File: src/rtl/core/ffrm_pkg.sv
package ffrm_pkg;

   localparam int ADDR_BITS        = 24;
   localparam int DEF_MAP_ENTRIES  = 64;
   localparam int LIMIT_BITS       = 6;
   localparam int SLOTS_BITS       = 7;
   localparam int CSR_ADDR_BITS    = 3;
   localparam int CSR_DATA_BITS    = 32;

   localparam logic [LIMIT_BITS-1:0] SLOT_LIMIT_RESET = 6'd63;
   localparam logic [SLOTS_BITS-1:0] SLOTS_MAX        = 7'd127;
   localparam logic [ADDR_BITS-1:0]  LEN_MAX          = {ADDR_BITS{1'b1}};

   // command codes
   localparam logic [1:0] CMD_ALLOC = 2'd0;
   localparam logic [1:0] CMD_FREE  = 2'd1;
   localparam logic [1:0] CMD_MARK  = 2'd2;

   // register index (word address bit)
   localparam logic REG_SLOT_LIMIT = 1'b0;

   typedef struct packed {
      logic [ADDR_BITS-1:0] base;
      logic [ADDR_BITS-1:0] len;
   } extent_type;

   typedef enum logic [4:0] {
      OP_NONE,
      OP_LOAD,
      OP_RD,
      OP_IDX_INC,
      OP_A_TRIM,
      OP_A_TAKE,
      OP_F_STEP,
      OP_F_MPREV,
      OP_F_MBOTH,
      OP_F_MNEXT,
      OP_F_LOST,
      OP_I_INIT,
      OP_I_RD,
      OP_I_WR,
      OP_I_PUT,
      OP_R_RD,
      OP_R_WR,
      OP_R_END,
      OP_WAKE,
      OP_MARK,
      OP_OUT
   } dp_op_type;

   typedef struct packed {
      logic [1:0] cmd;
      logic       scan_end;
      logic       hit;
      logic       trim_zero;
      logic       past;
      logic       has_prev;
      logic       has_next;
      logic       prev_adj;
      logic       next_adj;
      logic       size_zero;
      logic       full;
      logic       up_more;
      logic       down_more;
      logic       out_free;
   } dp_status_type;

   typedef enum logic [4:0] {
      ST_IDLE,
      ST_DISPATCH,
      ST_A_RD,
      ST_A_CHK,
      ST_F_RD,
      ST_F_CHK,
      ST_F_DEC,
      ST_R_LOOP,
      ST_R_WR,
      ST_I_LOOP,
      ST_I_WR,
      ST_F_WAKE,
      ST_FINISH
   } state_type;

   function automatic logic [ADDR_BITS-1:0] sat_len(input logic [ADDR_BITS+1:0] s);
      logic [ADDR_BITS-1:0] r;
      r = (s > {2'b00, LEN_MAX}) ? LEN_MAX : s[ADDR_BITS-1:0];
      return r;
   endfunction

endpackage

File: src/rtl/core/ffrm_ctrl.sv
module ffrm_ctrl (
   input  logic                    clock,
   input  logic                    reset,
   input  logic                    req_valid,
   output logic                    req_stall,
   input  ffrm_pkg::dp_status_type status,
   output ffrm_pkg::dp_op_type     op
);
   import ffrm_pkg::*;

   state_type state_ff, state_in;

   always_ff @(posedge clock) begin
      if (reset) begin
         state_ff <= ST_IDLE;
      end else begin
         state_ff <= state_in;
      end
   end

   always_comb begin
      state_in  = state_ff;
      op        = OP_NONE;
      req_stall = (state_ff != ST_IDLE);
      case (state_ff)
         ST_IDLE: begin
            if (req_valid) begin
               op       = OP_LOAD;
               state_in = ST_DISPATCH;
            end
         end
         ST_DISPATCH: begin
            case (status.cmd)
               CMD_ALLOC: state_in = ST_A_RD;
               CMD_FREE:  state_in = ST_F_RD;
               CMD_MARK: begin
                  op       = OP_MARK;
                  state_in = ST_FINISH;
               end
               default:   state_in = ST_FINISH;
            endcase
         end
         ST_A_RD: begin
            if (status.scan_end) begin
               state_in = ST_FINISH;
            end else begin
               op       = OP_RD;
               state_in = ST_A_CHK;
            end
         end
         ST_A_CHK: begin
            if (status.hit && status.trim_zero) begin
               op       = OP_A_TAKE;
               state_in = ST_R_LOOP;
            end else if (status.hit) begin
               op       = OP_A_TRIM;
               state_in = ST_FINISH;
            end else begin
               op       = OP_IDX_INC;
               state_in = ST_A_RD;
            end
         end
         ST_F_RD: begin
            if (status.scan_end) begin
               state_in = ST_F_DEC;
            end else begin
               op       = OP_RD;
               state_in = ST_F_CHK;
            end
         end
         ST_F_CHK: begin
            if (status.past) begin
               state_in = ST_F_DEC;
            end else begin
               op       = OP_F_STEP;
               state_in = ST_F_RD;
            end
         end
         ST_F_DEC: begin
            if (status.has_prev && status.prev_adj) begin
               if (status.has_next && status.next_adj) begin
                  op       = OP_F_MBOTH;
                  state_in = ST_R_LOOP;
               end else begin
                  op       = OP_F_MPREV;
                  state_in = ST_F_WAKE;
               end
            end else if (status.has_next && status.next_adj) begin
               op       = OP_F_MNEXT;
               state_in = ST_F_WAKE;
            end else if (status.size_zero) begin
               state_in = ST_F_WAKE;
            end else if (status.full) begin
               op       = OP_F_LOST;
               state_in = ST_FINISH;
            end else begin
               op       = OP_I_INIT;
               state_in = ST_I_LOOP;
            end
         end
         ST_R_LOOP: begin
            if (status.down_more) begin
               op       = OP_R_RD;
               state_in = ST_R_WR;
            end else begin
               op       = OP_R_END;
               state_in = (status.cmd == CMD_FREE) ? ST_F_WAKE : ST_FINISH;
            end
         end
         ST_R_WR: begin
            op       = OP_R_WR;
            state_in = ST_R_LOOP;
         end
         ST_I_LOOP: begin
            if (status.up_more) begin
               op       = OP_I_RD;
               state_in = ST_I_WR;
            end else begin
               op       = OP_I_PUT;
               state_in = ST_F_WAKE;
            end
         end
         ST_I_WR: begin
            op       = OP_I_WR;
            state_in = ST_I_LOOP;
         end
         ST_F_WAKE: begin
            op       = OP_WAKE;
            state_in = ST_FINISH;
         end
         ST_FINISH: begin
            if (status.out_free) begin
               op       = OP_OUT;
               state_in = ST_IDLE;
            end
         end
         default: begin
            state_in = ST_IDLE;
         end
      endcase
   end

endmodule

File: config.mk
export PLATFORM = sky130hd
export DESIGN_NAME = ffrm_ctrl
export DESIGN_NICKNAME = d
export VERILOG_FILES = /design/src/rtl/core/ffrm_pkg.sv /design/src/rtl/core/ffrm_ctrl.sv
export SDC_FILE = /design/constraint.sdc
export NUM_CORES = 1
export LEC_CHECK = 0
export ABC_AREA = 1
export BUFFER_PORTS_ARGS = -buffer_cell sky130_fd_sc_hd__buf_2
export CAP_MARGIN = 15
export CORE_UTILIZATION = 45
export CTS_CLUSTER_DIAMETER = 200
export DETAILED_ROUTE_END_ITERATION = 16
export GPL_TIMING_DRIVEN = 0
export PLACE_DENSITY = 0.74
export SYNTH_ARGS = -nofsm -noshare
export SYNTH_HDL_FRONTEND = slang
export SYNTH_SLANG_ARGS = --single-unit
File: constraint.sdc
create_clock -name clock -period 1.38 [get_ports clock]
set_input_delay 0.207 -clock clock [delete_from_list [all_inputs] [get_ports clock]]
set_output_delay 0.207 -clock clock [all_outputs]
set_load 0.1 [all_outputs]
**Word level (Yosys, flattened, before mapping)**

Cells that the tools add are included.

- Equality and inequality tests: 16
- Muxes and demuxes: 32
- Reduce and logical (&&, ||, !) cells: 8

Operators with widths:

| operator | number |
|---|---|
| $pmux W5 S13 | 1 |
| $pmux W5 S12 | 1 |
| $mux W5 | 7 |
| $mux W4 | 7 |
| $eq A5 B4 Y1 const B | 5 |
| $mux W3 | 8 |
| $eq A5 B3 Y1 const B | 4 |
| $eq A5 B2 Y1 const B | 2 |
| $mux W2 | 4 |
| $pmux W4 S2 | 1 |
| $eq A5 B1 Y1 const B | 1 |
| $logic_not A5 Y1 | 1 |
| $reduce_bool A5 Y1 | 1 |
| $ne A2 B2 Y1 const B | 2 |
| $logic_and A1 B1 Y1 | 3 |
| $mux W1 | 3 |
| $eq A2 B1 Y1 const B | 1 |
| $eq A2 B2 Y1 const B | 1 |
| $logic_not A2 Y1 | 1 |
| $reduce_and A2 Y1 | 1 |
| $reduce_or A2 Y1 | 1 |

- Register bits: 5
- Bits of input ports: 18
- Logic and storage cells: 57

**Longest topological paths before layout**

- Depth after elaboration: 5
- Mapped depth: 10
- Depth with buffers taken out: 10

**Worst setup path before layout**

No wires, ideal clock.

- Kind: reg-to-output
- Start: reg state_ff[3]
- End: out op[0]
- Data arrival time: 2.910 ns
- Setup slack: -1.737 ns
- Cell stages (with the launch flop): 6
- Buffers on the path: 0
- Cells stage by stage: dfxtp_1 -> inv_1 -> nand2_1 -> nor2_4 -> o21ai_0 -> o21ai_0

- Cells in the longest elaborated chain, start to end: 3
- Elaborated cells between the ends (all ways): 15

RTL lines:

| what | RTL line | RTL |
|---|---|---|
| start: declaration | ffrm_ctrl.sv:11 | `state_type state_ff, state_in;` |
| start signal: assignment | ffrm_ctrl.sv:17 | `state_ff <= state_in;` |
| $eq A5 B3 Y1 or $eq A5 B2 Y1 (tied branches) | ffrm_ctrl.sv:25 | `case (state_ff)` |
| $reduce_or A2 Y1 (no source line) | n/a |  |
| $pmux W5 S12 (*) | ffrm_ctrl.sv:25 |  |
| end: declaration | ffrm_ctrl.sv:7 | `output ffrm_pkg::dp_op_type op` |

Every way passes the cells marked *; elsewhere a longest branch is shown, timed or not.

**Final worst setup path**

- Start: reg state_ff[2]
- End: out op[1]

Same word-level chain as after synthesis.

==> reports/qor.yml <==
power_and_ir_drop:
  intPower_mw: 1.10
  swShare_pct: 60.5
  p_leak_nw: 0.589
  ir_worst_vdd_mv: 2.52
  seqPwrFrac_pct: 11.4
  p_clk_share_pct: 5.9
  pwr-share-comb_pct: 82.7
  power_density_nw_per_um2: 2370
  p_switching_mw: 1.69
die:
  rows: 13
  ioPinCount: 24
  fp.coreArea_um2: 1300
  die_h_um: 39.5
  fp.dieArea_um2: 1560
  initial_core_util_pct: 48.7
  die_w_um: 39.5
cells_and_area:
  largest_reg_flops: 4
  largestRegisters: "state_ff (4)"
  layout_commonest_cell: "nand2_1"
  layout-drive-gt1-share_pct: 46.4
  mostFrequentLayoutCells: "23 x nand2_1, 17 x nand3_1, 17 x buf_2"
  insertedDiodeCount: 0
  design_area_um2: 1180
  regMostFlops: "state_ff"
  fill_cells: 67
  syn_to_final_growth_pct: 85.8
  multi_input_area_um2: 657
  seq_area_um2: 95.1
  final_nets: 185
route:
  wl_um: 3110
  drtIter0Drc: 89
  wl_per_cell_um: 17.2
  drt_pass1_iterations: 5
  drtAntennaViolNets: 0
  routed-via-count: 1121
  vias_per_cell: 6.19
  drc: 0
setup_path:
  cp_max_fo: 7
  worstPathRequired_ns: 1.17
  critPathLaunchType: "flip-flop"
  cp.arrival_ns: 1.61
  worst_setup_path_end_kind: "output pin"
  path_class: "flip-flop to output pin"
logic_synthesis:
  synth_area_per_cell_um2: 4.91
  synth_simple_gate_area_share_pct: 58.9
  yosys_warnings: 0
  yosys.area_share.xor_xnor_pct: 0
  synth-compound-area-share_pct: 16.0
  synthCells: 129
  synthesis.nets: 147
  synth_top_family_by_area: "simple AND/OR/NAND/NOR gates"
  yosysSeqAreaShare_pct: 12.6
  muxShareOfSynthArea_pct: 0
  synth_cell_types: 14
  yosys_register_bits: 4
  syn_area_um2: 633
  synth-adder-area-share_pct: 0
global_route:
  met2_usage_pct: 58.6
  grtUsageTotal_pct: 33.0
  overflow: 0
  grt.met3_usage_pct: 1.70
  grt.busiest_layer: "met2"
  grt_pass1_wl_um: 3460
  grt_pass1_vias: 765
  use_met1_pct: 40.5
  grt_max_degree: 8
  antenna_found_initial: 0
cts:
  clkSlewWorstSetupHoldPaths_ns: 0.05
  insertion_delay_ns: 0.24
  cts-root-buf: "clkbuf_4"
  clockBufferDepth: 2
  cts_tree: "built"
  ctsHoldBuffers: 0
  numClockSinks: 4
  numCtsBuffers: 3
  h-tree-depth: 1
timing:
  worst_pin_slew_ns: 0.377
  fin_crit_sh_pct: 132
  period_needed_ns: 1.82
  fin_worst_skew_ns: 0.00748
  whs_ns: 0.161
  hold_viol: 0
  setup_viol: 6
  maxSlewHeadroom_pct: 74.8
  fmax_mhz: 550
  grt_setup_unrepaired: "yes"
  slew_viol_final: 0
  worst_slack_ns: -0.440
worst_hold_path:
  hp-class: "primary input to flip-flop"
place:
  dp_hpwl_um: 1550
  dpl_cell_area_um2: 846
  routabilityCongestion: 0.871
  io_buffers: 23
outcome:
  violations: "setup timing"
  status: "finished with violations"
job:
  maxCapViolations: 0
layer usage:
metal | vias up | wire (µm)
met5 | - | 0
met3 | 34 | 335
li1 | 502 | -
met1 | 486 | 1150
met4 | 0 | 182
met2 | 99 | 1440
kinds of logic (layout without fill, tap and decap cells):
logic type	after synthesis	in the layout
DFF	4	4
buffers and inverters	21	58
AOI/OAI and AO/OA	19	19
and+or+nand+nor	85	85
worst max-delay path: stages (launching register included):
cell,delay [ns]
dfxtp_4,0.39
nor2_4,0.24
nand3_1,0.19
nand2_1,0.13
a21oi_1,0.06
nand4_1,0.17
buf_12,0.20
power groups by stage:
stage / Combinational [mW] / Clock, mW / Sequential, mW
2_1_floorplan: 1.29 / 0 / 0.253
3_3_place_gp: 1.51 / 0 / 0.265
4_1_cts: 1.92 / 0.170 / 0.302
3_5_place_dp: 1.52 / 0 / 0.268
6_report: 2.30 / 0.164 / 0.319
5_1_grt: 2.39 / 0.171 / 0.321
area by class of cell:
class | instances | area share, %
multi-input combinational | 104 | 55.9
timing repair buffer | 33 | 24.0
inverter | 21 | 8.19
sequential | 4 | 8.09
clock buffer | 4 | 2.23
tap | 15 | 1.60
cells in the mapped netlist, drive strengths merged:
cell type  number  area (µm²)
inv            21        78.8
nor3            3        15.0
nor2           24         103
nand2          34         128
o21a            1        7.51
o21bai          1        7.51
dfxtp           4        80.1
a21oi           4        20.0
o22ai           1        6.26
o21ai          12        60.1
nand3          18        90.1
nand4           6        37.5
per-stage QoR:
stage          power [mW]  setup WS [ns]  cells  setup TNS (ns)  utilization (%)
6_report             2.79         -0.440    181           -1.91             90.4
5_1_grt              2.88         -0.449    181           -2.10             90.4
4_1_cts              2.39         -0.281    176           -1.34             80.8
3_5_place_dp         1.79         -0.382    167           -1.55             65.0
3_3_place_gp         1.78         -0.374    167           -1.59             65.0
2_1_floorplan        1.54         -0.501    129           -1.61                -
path summary, 6_finish.rpt:
path               startpoint     endpoint  slack [ns]  cells past startpoint
hold reg to reg   state_ff[2]  state_ff[3]        0.65                      2
setup / recovery  state_ff[2]        op[1]       -0.44                      6
hold / removal          reset  state_ff[3]        0.16                      2
setup reg to reg  state_ff[1]  state_ff[2]       -0.08                      9
repair_timing:
action | CTS | global route
pin swaps | 6 | 10
buffers inserted | 5 | 5
gates resized for setup | 41 | 23
setup endpoints to repair | 6 | 8
Note: power is estimated with default switching activity, not from simulation.
