## src/rtl/core/ffrm_pkg.sv

```systemverilog
package ffrm_pkg;

   localparam int ADDR_BITS        = 24;
   localparam int DEF_MAP_ENTRIES  = 64;
   localparam int LIMIT_BITS       = 6;
   localparam int SLOTS_BITS       = 7;
   localparam int CSR_ADDR_BITS    = 3;
   localparam int CSR_DATA_BITS    = 32;

   localparam logic [LIMIT_BITS-1:0] SLOT_LIMIT_RESET = 6'd63;
   localparam logic [SLOTS_BITS-1:0] SLOTS_MAX        = 7'd127;
   localparam logic [ADDR_BITS-1:0]  LEN_MAX          = {ADDR_BITS{1'b1}};

   // command codes
   localparam logic [1:0] CMD_ALLOC = 2'd0;
   localparam logic [1:0] CMD_FREE  = 2'd1;
   localparam logic [1:0] CMD_MARK  = 2'd2;

   // register index (word address bit)
   localparam logic REG_SLOT_LIMIT = 1'b0;

   typedef struct packed {
      logic [ADDR_BITS-1:0] base;
      logic [ADDR_BITS-1:0] len;
   } extent_type;

   typedef enum logic [4:0] {
      OP_NONE,
      OP_LOAD,
      OP_RD,
      OP_IDX_INC,
      OP_A_TRIM,
      OP_A_TAKE,
      OP_F_STEP,
      OP_F_MPREV,
      OP_F_MBOTH,
      OP_F_MNEXT,
      OP_F_LOST,
      OP_I_INIT,
      OP_I_RD,
      OP_I_WR,
      OP_I_PUT,
      OP_R_RD,
      OP_R_WR,
      OP_R_END,
      OP_WAKE,
      OP_MARK,
      OP_OUT
   } dp_op_type;

   typedef struct packed {
      logic [1:0] cmd;
      logic       scan_end;
      logic       hit;
      logic       trim_zero;
      logic       past;
      logic       has_prev;
      logic       has_next;
      logic       prev_adj;
      logic       next_adj;
      logic       size_zero;
      logic       full;
      logic       up_more;
      logic       down_more;
      logic       out_free;
   } dp_status_type;

   typedef enum logic [4:0] {
      ST_IDLE,
      ST_DISPATCH,
      ST_A_RD,
      ST_A_CHK,
      ST_F_RD,
      ST_F_CHK,
      ST_F_DEC,
      ST_R_LOOP,
      ST_R_WR,
      ST_I_LOOP,
      ST_I_WR,
      ST_F_WAKE,
      ST_FINISH
   } state_type;

   function automatic logic [ADDR_BITS-1:0] sat_len(input logic [ADDR_BITS+1:0] s);
      logic [ADDR_BITS-1:0] r;
      r = (s > {2'b00, LEN_MAX}) ? LEN_MAX : s[ADDR_BITS-1:0];
      return r;
   endfunction

endpackage

```

## src/rtl/core/ffrm_datapath.sv

```systemverilog
module ffrm_datapath #(
   parameter int MAP_ENTRIES = ffrm_pkg::DEF_MAP_ENTRIES
) (
   input  logic                                 clock,
   input  logic                                 reset,
   input  ffrm_pkg::dp_op_type                  op,
   output ffrm_pkg::dp_status_type              status,
   input  logic [1:0]                           req_command,
   input  logic [ffrm_pkg::ADDR_BITS-1:0]       req_unit_count,
   input  logic [ffrm_pkg::ADDR_BITS-1:0]       req_base_address,
   input  logic                                 csr_psel,
   input  logic                                 csr_penable,
   input  logic                                 csr_pwrite,
   input  logic [ffrm_pkg::CSR_ADDR_BITS-1:0]   csr_paddr,
   input  logic [ffrm_pkg::CSR_DATA_BITS-1:0]   csr_pwdata,
   output logic [ffrm_pkg::CSR_DATA_BITS-1:0]   csr_prdata,
   output logic                                 rsp_valid,
   input  logic                                 rsp_stall,
   output logic [ffrm_pkg::ADDR_BITS-1:0]       rsp_alloc_base,
   output logic                                 rsp_alloc_ok,
   output logic                                 rsp_lost_on_overflow,
   output logic                                 rsp_wake_waiters
);
   import ffrm_pkg::*;

   localparam int AW   = $clog2(MAP_ENTRIES);
   localparam int CW   = $clog2(MAP_ENTRIES + 1);
   localparam int CMPW = (CW > SLOTS_BITS) ? CW : SLOTS_BITS;

   extent_type mem [MAP_ENTRIES];
   extent_type rdata_ff;

   logic                 mem_re, mem_we;
   logic [AW-1:0]        mem_raddr, mem_waddr;
   extent_type           mem_wdata;

   logic [1:0]           cmd_ff, cmd_in;
   logic [ADDR_BITS-1:0] size_ff, size_in, a_ff, a_in;
   logic [CW-1:0]        idx_ff, idx_in, ptr_ff, ptr_in, count_ff, count_in;
   logic [CW-1:0]        idx_m1, ptr_m1, ptr_p1;
   logic [SLOTS_BITS-1:0] slots_ff, slots_in;
   logic [LIMIT_BITS-1:0] limit_ff, limit_in;
   logic                 mark_ff, mark_in;
   extent_type           prev_ff, prev_in;
   logic                 prev_valid_ff, prev_valid_in;
   logic [ADDR_BITS-1:0] res_base_ff, res_base_in;
   logic                 res_ok_ff, res_ok_in, res_lost_ff, res_lost_in;
   logic                 res_wake_ff, res_wake_in;
   logic                 out_valid_ff, out_valid_in;
   logic [ADDR_BITS-1:0] out_base_ff, out_base_in;
   logic                 out_ok_ff, out_ok_in, out_lost_ff, out_lost_in;
   logic                 out_wake_ff, out_wake_in;

   logic [ADDR_BITS+1:0] sum_prev, sum_both, sum_next;
   logic [CMPW-1:0]      limit_x, count_x, new_limit_x;
   logic                 csr_wr;

   assign idx_m1 = idx_ff - CW'(1);
   assign ptr_m1 = ptr_ff - CW'(1);
   assign ptr_p1 = ptr_ff + CW'(1);

   assign sum_prev = {2'b00, prev_ff.len} + {2'b00, size_ff};
   assign sum_both = sum_prev + {2'b00, rdata_ff.len};
   assign sum_next = {2'b00, rdata_ff.len} + {2'b00, size_ff};

   assign csr_wr      = csr_psel && csr_penable && csr_pwrite
                        && (csr_paddr[2] == REG_SLOT_LIMIT);
   assign count_x     = CMPW'(count_ff);
   assign new_limit_x = CMPW'(csr_pwdata[LIMIT_BITS-1:0]);
   assign limit_x     = CMPW'(limit_ff);
   assign csr_prdata  = CSR_DATA_BITS'(limit_x[LIMIT_BITS-1:0]);

   always_comb begin
      cmd_in        = cmd_ff;
      size_in       = size_ff;
      a_in          = a_ff;
      idx_in        = idx_ff;
      ptr_in        = ptr_ff;
      count_in      = count_ff;
      slots_in      = slots_ff;
      limit_in      = limit_ff;
      mark_in       = mark_ff;
      prev_in       = prev_ff;
      prev_valid_in = prev_valid_ff;
      res_base_in   = res_base_ff;
      res_ok_in     = res_ok_ff;
      res_lost_in   = res_lost_ff;
      res_wake_in   = res_wake_ff;
      out_valid_in  = out_valid_ff;
      out_base_in   = out_base_ff;
      out_ok_in     = out_ok_ff;
      out_lost_in   = out_lost_ff;
      out_wake_in   = out_wake_ff;
      mem_re        = 1'b0;
      mem_raddr     = idx_ff[AW-1:0];
      mem_we        = 1'b0;
      mem_waddr     = idx_ff[AW-1:0];
      mem_wdata     = rdata_ff;

      if (out_valid_ff && !rsp_stall) begin
         out_valid_in = 1'b0;
      end

      case (op)
         OP_LOAD: begin
            cmd_in        = req_command;
            size_in       = req_unit_count;
            a_in          = req_base_address;
            idx_in        = '0;
            prev_valid_in = 1'b0;
            res_base_in   = '0;
            res_ok_in     = 1'b0;
            res_lost_in   = 1'b0;
            res_wake_in   = 1'b0;
         end
         OP_RD: begin
            mem_re = 1'b1;
         end
         OP_IDX_INC: begin
            idx_in = idx_ff + CW'(1);
         end
         OP_A_TRIM: begin
            res_base_in    = rdata_ff.base;
            res_ok_in      = 1'b1;
            mem_we         = 1'b1;
            mem_wdata.base = rdata_ff.base + size_ff;
            mem_wdata.len  = rdata_ff.len - size_ff;
         end
         OP_A_TAKE: begin
            res_base_in = rdata_ff.base;
            res_ok_in   = 1'b1;
            ptr_in      = idx_ff;
         end
         OP_F_STEP: begin
            prev_in       = rdata_ff;
            prev_valid_in = 1'b1;
            idx_in        = idx_ff + CW'(1);
         end
         OP_F_MPREV: begin
            mem_we         = 1'b1;
            mem_waddr      = idx_m1[AW-1:0];
            mem_wdata.base = prev_ff.base;
            mem_wdata.len  = sat_len(sum_prev);
         end
         OP_F_MBOTH: begin
            mem_we         = 1'b1;
            mem_waddr      = idx_m1[AW-1:0];
            mem_wdata.base = prev_ff.base;
            mem_wdata.len  = sat_len(sum_both);
            ptr_in         = idx_ff;
         end
         OP_F_MNEXT: begin
            mem_we         = 1'b1;
            mem_wdata.base = a_ff;
            mem_wdata.len  = sat_len(sum_next);
         end
         OP_F_LOST: begin
            res_lost_in = 1'b1;
         end
         OP_I_INIT: begin
            ptr_in = count_ff;
         end
         OP_I_RD: begin
            mem_re    = 1'b1;
            mem_raddr = ptr_m1[AW-1:0];
         end
         OP_I_WR: begin
            mem_we    = 1'b1;
            mem_waddr = ptr_ff[AW-1:0];
            ptr_in    = ptr_m1;
         end
         OP_I_PUT: begin
            mem_we         = 1'b1;
            mem_wdata.base = a_ff;
            mem_wdata.len  = size_ff;
            count_in       = count_ff + CW'(1);
            slots_in       = slots_ff - SLOTS_BITS'(1);
         end
         OP_R_RD: begin
            mem_re    = 1'b1;
            mem_raddr = ptr_p1[AW-1:0];
         end
         OP_R_WR: begin
            mem_we    = 1'b1;
            mem_waddr = ptr_ff[AW-1:0];
            ptr_in    = ptr_p1;
         end
         OP_R_END: begin
            count_in = count_ff - CW'(1);
            if (slots_ff != SLOTS_MAX) begin
               slots_in = slots_ff + SLOTS_BITS'(1);
            end
         end
         OP_WAKE: begin
            if (mark_ff) begin
               mark_in     = 1'b0;
               res_wake_in = 1'b1;
            end
         end
         OP_MARK: begin
            mark_in = 1'b1;
         end
         OP_OUT: begin
            out_valid_in = 1'b1;
            out_base_in  = res_base_ff;
            out_ok_in    = res_ok_ff;
            out_lost_in  = res_lost_ff;
            out_wake_in  = res_wake_ff;
         end
         default: begin
         end
      endcase

      if (csr_wr) begin
         limit_in = csr_pwdata[LIMIT_BITS-1:0];
         slots_in = (new_limit_x > count_x) ? SLOTS_BITS'(new_limit_x - count_x) : '0;
      end
   end

   always_ff @(posedge clock) begin
      if (mem_we) begin
         mem[mem_waddr] <= mem_wdata;
      end
      if (mem_re) begin
         rdata_ff <= mem[mem_raddr];
      end
   end

   always_ff @(posedge clock) begin
      if (reset) begin
         count_ff      <= '0;
         slots_ff      <= SLOTS_BITS'(SLOT_LIMIT_RESET);
         limit_ff      <= SLOT_LIMIT_RESET;
         mark_ff       <= 1'b0;
         prev_valid_ff <= 1'b0;
         out_valid_ff  <= 1'b0;
      end else begin
         count_ff      <= count_in;
         slots_ff      <= slots_in;
         limit_ff      <= limit_in;
         mark_ff       <= mark_in;
         prev_valid_ff <= prev_valid_in;
         out_valid_ff  <= out_valid_in;
      end
      cmd_ff      <= cmd_in;
      size_ff     <= size_in;
      a_ff        <= a_in;
      idx_ff      <= idx_in;
      ptr_ff      <= ptr_in;
      prev_ff     <= prev_in;
      res_base_ff <= res_base_in;
      res_ok_ff   <= res_ok_in;
      res_lost_ff <= res_lost_in;
      res_wake_ff <= res_wake_in;
      out_base_ff <= out_base_in;
      out_ok_ff   <= out_ok_in;
      out_lost_ff <= out_lost_in;
      out_wake_ff <= out_wake_in;
   end

   always_comb begin
      status.cmd       = cmd_ff;
      status.scan_end  = (idx_ff == count_ff);
      status.hit       = (rdata_ff.len >= size_ff);
      status.trim_zero = (rdata_ff.len == size_ff);
      status.past      = (rdata_ff.base > a_ff);
      status.has_prev  = prev_valid_ff;
      status.has_next  = (idx_ff != count_ff);
      status.prev_adj  = (({1'b0, prev_ff.base} + {1'b0, prev_ff.len}) == {1'b0, a_ff});
      status.next_adj  = (({1'b0, a_ff} + {1'b0, size_ff}) == {1'b0, rdata_ff.base});
      status.size_zero = (size_ff == '0);
      status.full      = (slots_ff == '0) || (count_ff == CW'(MAP_ENTRIES));
      status.up_more   = (ptr_ff > idx_ff);
      status.down_more = (({1'b0, ptr_ff} + (CW+1)'(1)) < {1'b0, count_ff});
      status.out_free  = !out_valid_ff || !rsp_stall;
   end

   assign rsp_valid            = out_valid_ff;
   assign rsp_alloc_base       = out_base_ff;
   assign rsp_alloc_ok         = out_ok_ff;
   assign rsp_lost_on_overflow = out_lost_ff;
   assign rsp_wake_waiters     = out_wake_ff;

endmodule

```

## config.mk

```make
export PLATFORM = sky130hd
export DESIGN_NAME = ffrm_datapath
export DESIGN_NICKNAME = d
export VERILOG_FILES = /design/src/rtl/core/ffrm_pkg.sv /design/src/rtl/core/ffrm_datapath.sv
export SDC_FILE = /design/constraint.sdc
export NUM_CORES = 2
export LEC_CHECK = 0
export BUFFER_PORTS_ARGS = -buffer_cell sky130_fd_sc_hd__buf_4
export CAP_MARGIN = 20
export CORE_ASPECT_RATIO = 0.8
export CORE_MARGIN = 10
export CORE_UTILIZATION = 40
export DETAILED_ROUTE_END_ITERATION = 7
export PLACE_DENSITY = 0.69
export SYNTH_ARGS = -nofsm -noshare
export SYNTH_HDL_FRONTEND = slang
export SYNTH_SLANG_ARGS = --single-unit
```

## constraint.sdc

```tcl
create_clock -name clock -period 6.8 [get_ports clock]
set_clock_uncertainty 0.15 [all_clocks]
set_input_delay 0.34 -clock clock [delete_from_list [all_inputs] [get_ports clock]]
set_output_delay 0.34 -clock clock [all_outputs]
set_load 0.005 [all_outputs]
```

* Word-level counts from Yosys, hierarchy flattened
Memories as Yosys holds them, arrays and structs flattened. A register that Yosys moved wholly into a read port is not among the register bits. Index checks and enable logic that the tools add are counted.
Cells by class: magnitude comparators 8, reductions and logical operators 29, muxes and demuxes 26, $mul 0, shifts and indexed selects 0, add/sub/neg operators 17, div/mod/pow operators 0, bitwise gates (word level) 1, equal/unequal tests 29
Operators with widths (number):
- $pmux 48 s5 | 1
- $add 24x24->25 | 4
- $mux 24 | 3
- $eq 25x24->1 | 2
- $gt 25x24->1 const B | 2
- $pmux 24 s2 | 1
- $pmux 7 s2 | 3
- $eq 5x4->1 const B | 8
- $add 7x1->7 const B | 4
- $pmux 7 s4 | 1
- $add 25x24->26 | 1
- $gt 26x24->1 const B | 1
- $eq 5x5->1 const B | 5
- $add 24x24->24 | 1
- $eq 24x24->1 | 1
- $ge 24x24->1 | 1
- $gt 24x24->1 | 1
- $logic_not 24->1 | 1
- $pmux 6 s2 | 2
- $sub 24x24->24 | 1
- $mux 7 | 3
- $sub 7x1->7 const B | 3
- $eq 5x3->1 const B | 4
- $reduce_bool 2->1 | 8
- 27 further kinds | 48
Storage, ports and cells: ROM bits 0, bits in registers 189, latch bits 0, logic and storage cells 132, memory bits (writable) 3072, memories kept 1, input port bits 96
Memory list:
- mem | words 64, width 48, rd ports 1, clocked after memory_dff 1, write ports 1, RTL line ffrm_datapath.sv:30 | extent_type mem [MAP_ENTRIES];

* Depth between registers and ports, before layout
word-level depth 5, depth in mapped cells 24, gate-level depth less buffers 24

* Worst setup path after synthesis
No wires, ideal clock.
path kind register to register, start register size_ff[1], end memory mem[0][2] (netlist name), data pin, setup slack -0.426 ns, library setup time 0.584 ns, stages on the path, launching flop included 24, buffers on the path 2, clock period less this slack 7.226 ns, arrival time 6.492 ns, cells stage by stage edfxtp_1 inv_1 fa_1 nor2b_1 o31a_1 o211ai_1 a311oi_2 nor2_1 nor2_1 a21o_1 a21oi_1 xnor2_1 ha_1 and3_1 clkbuf_1 and3_1 a221oi_1 o21ai_1 a41oi_1 nand3b_1 a21o_1 clkbuf_1 o21ai_0 a41oi_1
RTL lines:
- start, declared | RTL line ffrm_datapath.sv:38 | logic [ADDR_BITS-1:0] size_ff, size_in, a_ff, a_in;
- start signal, assigned | RTL line ffrm_datapath.sv:246 | size_ff <= size_in;
- end, declared | RTL line ffrm_datapath.sv:30

==> out/results.ini <==
[floorplanning]
die_y_um = 554
start_util = 0.403
num_io_pins = 171
core_um2 = 354000
die_area_um2 = 380000
row_count = 195
die-width_um = 687

[cells_and_area]
areaGrowthSynthToFinish_pct = 13.7
post-route-util = 0.458
num-fill-cells = 30600
layout-drive-gt1-share = 0.0935
nets = 11500
final_cells = 16200

[logic_synthesis]
synth_top_area_share = 0.693
synth-main-ff-cell = edfxtp_1
synth.area.top_cells = edfxtp_1 69%, nand2_1 6.4%, a311oi_1 3.6%, a211oi_1 2.9%, nand3_1 2.8%
synth-edff-count = 3286
synthMuxAreaShare = 0.000932
yosys_warnings = 0
synth.distinct_cells = 85
synth.most_common_cell = edfxtp_1
synthAdderAreaFrac = 0.0211
avgSynthCellArea_um2 = 12.9
seq_area_frac_synth = 0.697
synth_compound_area_frac = 0.112
netlist_instances = 11100
syn_area_um2 = 142000
synth_commonest_cells = 3,286 x edfxtp_1, 2,440 x nand2_1, 809 x nand3_1
synthSimpleGateAreaFrac = 0.129
synth_top_family_by_area = simple AND/OR/NAND/NOR gates
yosysTopAreaCell = edfxtp_1
async_reset_ff_frac = 0
synth_xor_area_frac = 0.0123
synth_seq_cells = 3309

[setup_path]
critPathRequiredTime_ns = 7.19
reg2reg_to = mem[27][19]
max_stage_delay_ns = 0.49
crit_path_max_fanout = 64
timing.rr.start = size_ff[1]
rrSetupSlack_ns = 0.46
crit_chain = inv_1 > fa_1 > nor2b_1 > o31a_1 > o211ai_1 > a311oi_2 > nor2_1 > nor2_1 > a21o_1 > a21oi_1 > xnor2_1 > ha_1 > and3_1 > a221oi_1 > nor2b_1 > a31o_2 > o41ai_2 > nand3b_1 > a21o_2 > and2_1 > o32a_2 > buf_12
endpoint_kind = flip-flop
arrival_ns = 6.73
critical-path-slowest-cell = fa_1
startpoint_type = flip-flop
worst-setup-path-type = flip-flop to flip-flop
r2r_cells = 22

[clock_network]
cts_root_buffer = clkbuf_16
cts_htree_levels = 5
insertion_delay_ns = 0.93
clkSlewWorstSetupHoldPaths_ns = 0.06
post_cts.repair.setup_buffers = 0
numCtsBuffers = 309
cts_sinks = 3309
cts.path.max_buffers = 4
cts_tree = yes

[grt]
grt_max_degree = 134
grt_pass1_vias = 89000
globalRoute.totalOverflow = 0
grt_pass1_wl_um = 607000
antenna_found_initial = 15
grt_usage = 0.211

[placement]
post-place-cells = 15500
numPortBuffers = 116
gp_congestion = 0.914
dp_hpwl_um = 238000

[pwr]
power.leakage_nw = 53.5
p_int_mw = 32.7
clock_power_share = 0.390
netSwitchingPower_mw = 9.89
powerDensity_nw_per_um2 = 264
comb_power_share = 0.075
p_sw_frac = 0.232
ir_worst_vdd_v = 0.000223
seqPwrFrac = 0.536

[sta]
clock.fmax_mhz = 158
final_hold_viol_count = 0
rsz0062_at_grt = false
report.final.slew_viol_count = 0
setup_viol = 0
min_period_ns = 6.34
relSlewSlack = 0.178
tightest_slew_ns = 1.23
fin_crit_sh = 0.932
setup_tns_ns = 0
whs_ns = 0.0312

[min_path]
min_path_type = primary input to flip-flop
min_to = ptr_ff[5]
holdPathStages = 4
min_from = op[3]

[routing]
ant_nets = 0
drt-initial-drc-count = 13800
wl_per_cell_um = 26.0
drcViolationCount = 0
first_pass_iters = 7
viasPerCell = 5.93
wirelength_um = 419000
num_vias = 95900

[flow_run]
maxCapViolCount = 0

[run_status]
status = finished clean

-- how the worst max path moves through the flow --
stage | depth (start not counted) | endpoint | startpoint | slack (ns)
2_1_floorplan | 23 | mem[0][18] | size_ff[1] | 0.11
3_3_place_gp | 22 | mem[8][19] | size_ff[1] | 0.29
3_5_place_dp | 22 | mem[10][19] | size_ff[1] | 0.29
4_1_cts | 22 | mem[27][19] | size_ff[1] | 0.25
5_1_grt | 22 | mem[27][19] | size_ff[1] | 0.12
6_report | 22 | mem[27][19] | size_ff[1] | 0.46
-- critical path, delay by kind of cell (launching register included) --
family	cells	cell delay, ns
AOI/OAI and AO/OA	10	2.63
xor gates and xnor gates	1	0.26
adders and majority gates	2	0.84
buffers and inverters	2	0.38
DFF	1	0.48
and+or+nand+nor	7	1.17
-- what timing repair did --
item                       in CTS  in global routing
resized for setup               0                  2
setup endpoints to repair       0               1492
hold endpoints to repair       93                  0
hold buffers                   79                  0
-- cell usage in the layout (no fill, tap or decap), types with 59 or more instances in the layout --
master            n
edfxtp_1       3286
nand2_1        2438
nand3_1         809
a311oi_1        578
a211oi_1        539
a21oi_1         382
buf_4           378
clkbuf_16       314
and2_1          295
ha_1            224
nor2_1          207
a31oi_1         206
o21ai_0         141
xnor2_1         141
buf_12          130
inv_1           122
and2_0          100
a21o_1           90
dlygate4sd3_1    79
clkinv_1         71
clkbuf_1         71
nor2_4           66
xor2_1           59
-- sequential cells by signal, summed over array words and instances, names as in the netlist, 2 cells and up --
register	flops
a_ff	24
cmd_ff	2
count_ff	7
idx_ff	7
limit_ff	6
mem	3072
prev_ff	48
ptr_ff	7
rdata_ff	48
res_base_ff	24
rsp_alloc_base	24
size_ff	24
slots_ff	7
-- layer usage --
metal,track usage,share of wire
met1,0.305,0.41
met2,0.316,0.44
met3,0.0502,0.12
met4,0.0594,0.028
met5,0,0
-- logic make-up after synthesis --
family / after synthesis
multiplexers: 12
adder cells (fa/ha/maj): 234
buffers and inverters: 916
AND/OR/NAND/NOR: 4179
flip-flops: 3309
AO/OA/AOI/OAI: 2218
XOR/XNOR: 200
other: 1
-- area by class of cell --
cell class              count  area [um2]  share of cell area
diodes                      2        5.00           0.0000309
clock buffers             385        8120              0.0502
clock inverters           152        1240             0.00768
inverters                 123         462             0.00285
multi-input cells        6869       40600               0.251
flip-flops and latches   3309       99100               0.613
well taps                4728        5920              0.0366
repair buffers            596        6340              0.0392
-- power groups by stage --
stage	logic (mW)	clock network [mW]	registers, mW
2_1_floorplan	1.80	0	23.3
3_3_place_gp	3.00	0	23.3
3_5_place_dp	3.04	0	23.3
4_1_cts	3.09	16.7	22.8
5_1_grt	3.40	17.5	22.8
6_report	3.19	16.6	22.8
-- stage by stage --
| stage | instance area [um2] | worst slack (ns) | power [mW] |
|---|---|---|---|
| after floorplan | 143000 | 0.105 | 25.1 |
| after global placement | 151000 | 0.285 | 26.3 |
| after detailed placement | 151000 | 0.291 | 26.3 |
| after CTS | 162000 | 0.255 | 42.7 |
| after global routing | 162000 | 0.120 | 43.8 |
| final | 162000 | 0.463 | 42.6 |
Power figures use the tool's default switching activity.
